<file path="src/sv/local_alignment_score_assert.svh">
// Assertion helpers for the alignment score RTL.
`ifndef LOCAL_ALIGNMENT_SCORE_ASSERT_SVH
`define LOCAL_ALIGNMENT_SCORE_ASSERT_SVH

// Same-cycle implication, disabled while reset is high.
`define LAS_ASSERT_IMPLIES(label, clk, rst, ante, cons, msg) \
   label: assert property (@(posedge clk) disable iff (rst) (ante) |-> (cons)) \
      else $error(msg);

// Next-cycle implication, disabled while reset is high.
`define LAS_ASSERT_NEXT(label, clk, rst, ante, cons, msg) \
   label: assert property (@(posedge clk) disable iff (rst) (ante) |=> (cons)) \
      else $error(msg);

`endif

</file>
<file path="src/sv/las_pkg.sv">
`timescale 1ns / 1ps

package las_pkg;

   // Input command codes.
   localparam logic CMD_QUERY  = 1'b0;
   localparam logic CMD_TARGET = 1'b1;

   // Configuration register indexes.
   localparam logic [1:0] CSR_MATCH    = 2'd0;
   localparam logic [1:0] CSR_MISMATCH = 2'd1;
   localparam logic [1:0] CSR_GAP      = 2'd2;

   // Reset values of the configuration registers.
   localparam logic [3:0]        MATCH_RESET    = 4'd2;
   localparam logic signed [4:0] MISMATCH_RESET = -5'sd1;
   localparam logic signed [4:0] GAP_RESET      = -5'sd1;

   // Control that travels with a wave along the cell chain.
   // A clear wave zeros the rows; a target wave carries one target symbol.
   typedef struct packed {
      logic       valid;
      logic       clr;
      logic       last;
      logic [7:0] symbol;
   } wave_type;

endpackage

</file>
<file path="src/sv/las_cell.sv">
`timescale 1ns / 1ps

module las_cell #(
   parameter int SW    = 16,
   parameter int LW    = 7,
   parameter int INDEX = 0
) (
   input  logic                clock,
   input  logic                reset,
   input  logic [3:0]          match_score,
   input  logic signed [4:0]   mismatch_score,
   input  logic signed [4:0]   gap_score,
   input  logic [LW-1:0]       query_length,
   input  logic                load_en,
   input  logic [LW-1:0]       load_index,
   input  logic [7:0]          load_symbol,
   input  las_pkg::wave_type   wave_i,
   input  logic [SW-1:0]       h_left_i,
   input  logic signed [SW:0]  z_left_i,
   input  logic [SW-1:0]       diag_i,
   input  logic [SW-1:0]       rowmax_i,
   output las_pkg::wave_type   wave_o,
   output logic [SW-1:0]       h_o,
   output logic signed [SW:0]  z_o,
   output logic [SW-1:0]       diag_o,
   output logic [SW-1:0]       rowmax_o
);
   import las_pkg::*;

   localparam int AW = SW + 2;
   localparam logic [LW-1:0] MY_INDEX = LW'(INDEX);
   localparam logic signed [AW-1:0] SCORE_MAX = {2'b00, {SW{1'b1}}};
   localparam logic signed [AW-1:0] ZERO_X = '0;

   // Cell state: query symbol, score and vertical gap of this column.
   logic [7:0]         symbol_ff, symbol_in;
   logic [SW-1:0]      h_ff, h_in;
   logic signed [SW:0] v_ff, v_in;

   // Registered hand-off to the next cell.
   wave_type           wave_ff;
   logic [SW-1:0]      hout_ff, diag_ff, rowmax_ff, rowmax_in;
   logic signed [SW:0] zout_ff;

   logic               active;
   logic signed [AW-1:0] gap_x, up_x, vold_x, left_x, zleft_x, diag_x, s_x;
   logic signed [AW-1:0] v_a, v_b, v_new, z_a, z_b, z_new;
   logic signed [AW-1:0] d_x, m1, m2, h_raw, h_sat;
   logic [SW-1:0]      h_new;

   // Column update for the symbol passing through this cell.
   always_comb begin
      active  = MY_INDEX < query_length;
      gap_x   = AW'(gap_score);
      up_x    = $signed({2'b00, h_ff});
      vold_x  = AW'(v_ff);
      left_x  = $signed({2'b00, h_left_i});
      zleft_x = AW'(z_left_i);
      diag_x  = $signed({2'b00, diag_i});
      if (symbol_ff == wave_i.symbol) begin
         s_x = $signed({{(AW - 4){1'b0}}, match_score});
      end else begin
         s_x = AW'(mismatch_score);
      end
      v_a   = up_x + gap_x;
      v_b   = vold_x + gap_x;
      v_new = (v_a > v_b) ? v_a : v_b;
      z_a   = left_x + gap_x;
      z_b   = zleft_x + gap_x;
      z_new = (z_a > z_b) ? z_a : z_b;
      d_x   = diag_x + s_x;
      m1    = (d_x > v_new) ? d_x : v_new;
      m2    = (z_new > ZERO_X) ? z_new : ZERO_X;
      h_raw = (m1 > m2) ? m1 : m2;
      h_sat = (h_raw > SCORE_MAX) ? SCORE_MAX : h_raw;
      h_new = h_sat[SW-1:0];
   end

   // Next state of the column, of the query symbol and of the row maximum.
   always_comb begin
      h_in      = h_ff;
      v_in      = v_ff;
      symbol_in = symbol_ff;
      rowmax_in = rowmax_i;
      if (wave_i.valid && (wave_i.clr || wave_i.last)) begin
         h_in = '0;
         v_in = '0;
      end else if (wave_i.valid && active) begin
         h_in = h_new;
         v_in = v_new[SW:0];
      end
      if (active && !wave_i.clr && (h_new > rowmax_i)) begin
         rowmax_in = h_new;
      end
      if (load_en && (load_index == MY_INDEX)) begin
         symbol_in = load_symbol;
      end
   end

   // Column state and the whole wave reset; the payload registers do not.
   always_ff @(posedge clock) begin
      if (reset) begin
         h_ff    <= '0;
         v_ff    <= '0;
         wave_ff <= '0;
      end else begin
         h_ff    <= h_in;
         v_ff    <= v_in;
         wave_ff <= wave_i;
      end
   end

   always_ff @(posedge clock) begin
      symbol_ff <= symbol_in;
      hout_ff   <= h_new;
      zout_ff   <= z_new[SW:0];
      diag_ff   <= h_ff;
      rowmax_ff <= rowmax_in;
   end

   assign wave_o   = wave_ff;
   assign h_o      = hout_ff;
   assign z_o      = zout_ff;
   assign diag_o   = diag_ff;
   assign rowmax_o = rowmax_ff;

endmodule

</file>
<file path="config.mk">
export PLATFORM = sky130hd
export DESIGN_NAME = las_cell
export DESIGN_NICKNAME = d
export VERILOG_FILES = /design/src/sv/local_alignment_score_assert.svh /design/src/sv/las_pkg.sv /design/src/sv/las_cell.sv
export SDC_FILE = /design/constraint.sdc
export NUM_CORES = 1
export LEC_CHECK = 0
export BUFFER_PORTS_ARGS = -buffer_cell sky130_fd_sc_hd__buf_4
export CAP_MARGIN = 25
export CELL_PAD_IN_SITES_DETAIL_PLACEMENT = 0
export CELL_PAD_IN_SITES_GLOBAL_PLACEMENT = 1
export CORE_MARGIN = 3
export CORE_UTILIZATION = 46
export CTS_CLUSTER_SIZE = 25
export DETAILED_ROUTE_END_ITERATION = 12
export PLACE_DENSITY = 0.85
export RECOVER_POWER = 25
export SLEW_MARGIN = 0
export SYNTH_ARGS = -nofsm -noshare
export SYNTH_HDL_FRONTEND = slang
export SYNTH_SLANG_ARGS = --single-unit
</file>
<file path="constraint.sdc">
create_clock -name clock -period 32.3 [get_ports clock]
set_input_delay 1.615 -clock clock [delete_from_list [all_inputs] [get_ports clock]]
set_output_delay 1.615 -clock clock [all_outputs]
set_load 0.02 [all_outputs]
</file>
== Word level (Yosys, flattened, before mapping) ==
Index checks and enable logic that the tools add are counted.
Word-level totals
  word-level logic and storage cells: 42
  register bits: 117
  bits in writable memories: 0
  latch bits: 0
  memories: 0
  memory bits (read-only): 0
  input port bits: 115
  output and inout bits: 76
Operators by class
  reductions and logical operators: 9
  order comparisons: 8
  multipliers: 0
  divide/modulo/power cells: 0
  muxes and demuxes: 8
  add/subtract/negate cells: 5
  bitwise gates (word level): 0
  equality and inequality tests: 1
  shift-type cells: 0
Operators by type and width (number)
  $mux W18: 6
  $add A17 B5 Y18: 4
  $gt A18 B18 Y1: 4
  $mux W16: 2
  $add A17 B18 Y18: 1
  $gt A18 B1 Y1 const B: 1
  $gt A18 B17 Y1 const B: 1
  $gt A16 B16 Y1: 1
  $eq A8 B8 Y1: 1
  $logic_not A7 Y1: 1
  $lt A1 B7 Y1 const A: 1
  $logic_and A1 B1 Y1: 5
  $reduce_or A2 Y1: 1
  $logic_not A1 Y1: 1
  $logic_or A1 B1 Y1: 1

== Depth between registers and ports, before layout ==
  word-level depth: 12
  depth in mapped cells: 67
  gate-level depth less buffers: 63

== Least setup slack after synthesis ==
Ideal clock, no wire load.
  path kind: input -> register
  from: input gap_score[4]
  to: register rowmax_ff[10] (netlist: rowmax_o[10])
  cell stages on the path: 66
  data arrival time: 14875 ps
  required time: 32155 ps
  setup slack: 17280 ps
  cells stage by stage: ha_1 a21o_1 a221o_1 a211oi_1 o21bai_1 a21oi_1 o21bai_1 a21oi_1 nor2b_1 o31ai_1 inv_1 ha_1 nand3_1 nor4_1 nand3_1 or4b_1 o31a_1 nand2_2 [30 not listed] nand2_1 buf_2 a22oi_1 ha_1 nand4_1 nor2_1 nor2_1 nand2_1 a21oi_1 nor2b_1 o21ai_0 nand2b_1 a21oi_1 a2111oi_0 clkinv_1 a21oi_2 buf_2 a22oi_1
Between the ends
  cells in the longest elaborated chain, start to end: 12
  elaborated cells on any way between the ends: 19
  classes of those cells: add/sub (4); order compare (7); mux (7); reduce/logical (1)
RTL lines
  start, declared: line las_cell.sv:12  | input logic signed [4:0] gap_score,
  $add A17 B5 Y18 (on tied branches)
  $gt A18 B18 Y1 (on tied branches): line las_cell.sv:67, las_cell.sv:70
  $mux W18 (on tied branches): line las_cell.sv:67, las_cell.sv:70
  $gt A18 B18 Y1 or $gt A18 B1 Y1 (tied branches): line las_cell.sv:72, las_cell.sv:73
  $mux W18 (on tied branches): line las_cell.sv:72, las_cell.sv:73
  $gt A18 B18 Y1: line las_cell.sv:74  | h_raw = (m1 > m2) ? m1 : m2;
  $mux W18 (*): line las_cell.sv:74
  $gt A18 B17 Y1: line las_cell.sv:75  | h_sat = (h_raw > SCORE_MAX) ? SCORE_MAX : h_raw;
  $mux W16 (*): line las_cell.sv:75
  net h_sat[3]: line las_cell.sv:48  | logic signed [AW-1:0] d_x, m1, m2, h_raw, h_sat;
  $gt A16 B16 Y1 (*): line las_cell.sv:92  | if (active && !wave_i.clr && (h_new > rowmax_i)) begin
  $logic_and A1 B1 Y1 (*): line las_cell.sv:92
  $mux W16 (*): line las_cell.sv:92
  net rowmax_in[10]: line las_cell.sv:42  | logic [SW-1:0] hout_ff, diag_ff, rowmax_ff, rowmax_in;
  end signal, assigned: line las_cell.sv:118  | rowmax_ff <= rowmax_in;
  end, declared: line las_cell.sv:42
The timed path passes the listed nets; every way through them passes the cells marked *.
A chain may end at the register's enable or synchronous reset.

== Worst setup path after layout ==
  from: input gap_score[4]
  to: register rowmax_ff[15] (netlist: rowmax_o[15])
The elaborated chain is that of the path after synthesis.

==> insert_results.sql <==
INSERT INTO impl_metrics (metric_group, metric, value, unit) VALUES
('synthesis', 'synth_simple_gate_area_frac', '0.140', ''),
('critical_path', 'critical_path.top_delay_family', 'compound AO/OA/AOI/OAI gates', ''),
('global_routing', 'antenna_found_initial', '0', ''),
('route', 'met2_layer_wire_length_in_the_routed_design', '15000', 'um'),
('cts', 'cts-htree-levels', '4', ''),
('critical_path', 'startpoint_type', 'input pin', ''),
('synthesis', 'netlist_top_cells_area', 'sky130_fd_sc_hd__dfxtp_1 (21%), sky130_fd_sc_hd__ha_1 (19%), sky130_fd_sc_hd__a21oi_1 (4.5%)', ''),
('job', 'cap_violations', '0', ''),
('global_routing', 'grt.total_usage', '0.260', ''),
('sta', 'finClkSkew', '0.0115', 'ns'),
('cts', 'cts-resized-gates', '0', ''),
('route', 'postRouteAntennaNets', '0', ''),
('cts', 'maximum_count_of_clock_buffers_along_a_single_path', '2', ''),
('route', 'top_signal_layer_used', 'met4', ''),
('power_and_ir_drop', 'irDropWorstVdd', '75.8', 'uV'),
('critical_path', 'timing.setup.critical_path_class', 'in -> reg', ''),
('status', 'status', 'finished clean', ''),
('cts', 'tritoncts_buffer_count', '17', ''),
('cts', 'clock_insertion_delay_worst_skew', '0.42', 'ns'),
('cts', 'register_clock_pin_slew_on_the_reported_worst_setup_and_hold_paths', '0.06', 'ns'),
('floorplan', 'die_area', '24900', 'sq um'),
('synthesis', 'yosysSeqAreaShare', '0.228', ''),
('floorplan', 'vertical_die_dimension', '158', 'um'),
('placement', 'place.detailed.hpwl', '27000', 'um'),
('floorplan', 'die_x', '158', 'um'),
('synthesis', 'synth.avg_cell_area', '8.40', 'sq um'),
('route', 'avgRoutedWirePerCell', '19.1', 'um'),
('route', 'drcViolationCount', '0', ''),
('synthesis', 'muxShareOfSynthArea', '0.0396', ''),
('min_path', 'min-delay-path-class', 'reg -> reg', ''),
('sta', 'tightest_slew', '1.03', 'ns'),
('placement', 'post_place_cell_area', '12300', 'sq um'),
('route', 'dr.first_iter.drc_count', '706', ''),
('synthesis', 'postSynthCellCount', '1262', ''),
('synthesis', 'yosys.area_share.xor_xnor', '0.0644', ''),
('layout', 'layout_common_cells', 'sky130_fd_sc_hd__buf_4 (172), sky130_fd_sc_hd__ha_1 (165), sky130_fd_sc_hd__dfxtp_1 (109)', ''),
('sta', 'achievable-frequency', '62.8', 'MHz'),
('critical_path', 'worst_setup_path_end_kind', 'register', ''),
('cts', 'ctsHoldBuffers', '0', ''),
('sta', 'final.min_clock_period', '15.92', 'ns'),
('synthesis', 'post-synth-top-area-fraction', '0.206', ''),
('power_and_ir_drop', 'total_leakage_power', '6.14', 'nW'),
('synthesis', 'synth_adder_area_share', '0.207', ''),
('floorplan', 'floorplan.initialDensity', '0.477', ''),
('synthesis', 'ys_seq_elements', '117', ''),
('sta', 'finalSetupViolCount', '0', ''),
('cts', 'post_cts.repair.setup_buffers', '0', ''),
('layout', 'mostFrequentLayoutCell', 'sky130_fd_sc_hd__buf_4', ''),
('layout', 'insertedDiodeCount', '0', ''),
('sta', 'grt_setup_unrepaired', 'no', ''),
('global_routing', 'pin_count_of_the_biggest_net_entering_global_routing', '49', ''),
('sta', 'slew_margin_rel', '0.316', ''),
('synthesis', 'yosys_warnings', '0', ''),
('sta', 'final_hold_viol_count', '0', ''),
('placement', 'preCtsSetupSlack', '16.49', 'ns'),
('layout', 'fillerInstances', '2082', ''),
('cts', 'tritoncts_num_sinks', '117', ''),
('layout', 'layout.area.seq', '2420', 'sq um'),
('sta', 'drv_slew', '0', ''),
('layout', 'share_of_layout_cells_above_drive_strength_1', '0.180', ''),
('route', 'first_pass_iters', '5', ''),
('sta', 'tns', '0', 'ns'),
('global_routing', 'first_global_vias', '9571', ''),
('synthesis', 'dominant_combinational_cell_family_by_area_after_synthesis', 'compound AO/OA/AOI/OAI gates', ''),
('route', 'routed_wl', '33200', 'um'),
('cts', 'cts_tree', 'built', ''),
('route', 'avgViaCountPerCell', '5.83', ''),
('placement', 'buffer_ports.inserted', '190', ''),
('critical_path', 'timing.critical_path.buf_inv', '6', ''),
('synthesis', 'asr_flop_ratio_synth', '0', ''),
('global_routing', 'first_pass_grt_wire_length', '50900', 'um');
==> metal layers <==
layer | vias up | GRT usage
met4 | 0 | 0.0860
met2 | 415 | 0.421
li1 | 5032 | -
met3 | 65 | 0.0405
met5 | - | 0
met1 | 4603 | 0.354
==> worst paths after layout <==
| path | startpoint | to | slack [ns] | depth (start not counted) |
|---|---|---|---|---|
| max reg2reg | v_ff[7] | rowmax_o[15] | 17.63 | 63 |
| max | gap_score[4] | rowmax_o[15] | 16.38 | 64 |
| min reg2reg | h_ff[10] | diag_o[10] | 0.38 | 0 |
| min | h_ff[10] | diag_o[10] | 0.38 | 0 |
==> flip-flops by register name, summed over array words and instances (netlist names) <==
signal and cells:
v_ff 17, h_o 16, symbol_ff 8, h_ff 16
rowmax_o 16, wave_o 11, diag_o 16, z_o 17
==> cell type report <==
type	instances	share of cell area
clock buffer	17	0.0332
clock inverter	15	0.0112
inverter	99	0.0290
multi-input combinational	1011	0.600
sequential	117	0.189
tap	280	0.0273
timing repair buffer	196	0.110
==> worst register-to-register path: cells and delay by family, from the launching register on <==
| family | cells | cell delay (ns) |
|---|---|---|
| muxes | 1 | 0.36 |
| AOI/OAI and AO/OA | 35 | 8.21 |
| DFF | 1 | 0.31 |
| and+or+nand+nor | 17 | 3.22 |
| adders and majority gates | 5 | 1.48 |
| buffers and inverters | 5 | 0.93 |
==> synthesized netlist by cell type (11+ instances only) <==
cell and count:
sky130_fd_sc_hd__ha_1 165, sky130_fd_sc_hd__dfxtp_1 109, sky130_fd_sc_hd__inv_1 98, sky130_fd_sc_hd__a21oi_1 95, sky130_fd_sc_hd__o21ai_0 95, sky130_fd_sc_hd__nand2_1 79
sky130_fd_sc_hd__nor2_1 78, sky130_fd_sc_hd__xnor2_1 53, sky130_fd_sc_hd__a21o_1 45, sky130_fd_sc_hd__a211oi_1 31, sky130_fd_sc_hd__nor2b_1 28, sky130_fd_sc_hd__clkbuf_1 26
sky130_fd_sc_hd__xor2_1 25, sky130_fd_sc_hd__mux2i_1 24, sky130_fd_sc_hd__a22oi_1 22, sky130_fd_sc_hd__nand3_1 21, sky130_fd_sc_hd__nor3_1 21, sky130_fd_sc_hd__o21bai_1 17
sky130_fd_sc_hd__a221oi_1 16, sky130_fd_sc_hd__mux2_2 16, sky130_fd_sc_hd__nand4_1 15, sky130_fd_sc_hd__and3_1 12, sky130_fd_sc_hd__o21a_1 12, sky130_fd_sc_hd__a221oi_2 11
sky130_fd_sc_hd__a31oi_1 11
==> cells by family (layout without fill, tap and decap cells) <==
| family | count (synthesis) | count (layout) |
|---|---|---|
| AO/OA/AOI/OAI | 420 | 420 |
| AND/OR/NAND/NOR | 300 | 300 |
| adder cells (fa/ha/maj) | 173 | 173 |
| buffers and inverters | 134 | 327 |
| flip-flops | 117 | 117 |
| XOR/XNOR | 78 | 78 |
| multiplexers | 40 | 40 |
==> power by group <==
part	total (W)	switching (W)	internal, W	leakage [nW]
clock network	0.000184	0.0000764	0.000108	0.273
logic	0.00121	0.000767	0.000446	4.89
registers	0.000233	0.0000301	0.000203	0.980
total	0.00163	0.000874	0.000757	6.14
==> stage by stage <==
step,hold slack (ns),cells,utilization
floorplan,0.350,1262,-
finish,0.382,1735,0.576
global placement,0.360,1703,0.553
detailed placement,0.374,1703,0.553
global route,0.397,1735,0.576
CTS,0.380,1735,0.579
Note: power is estimated with default switching activity, not from simulation.
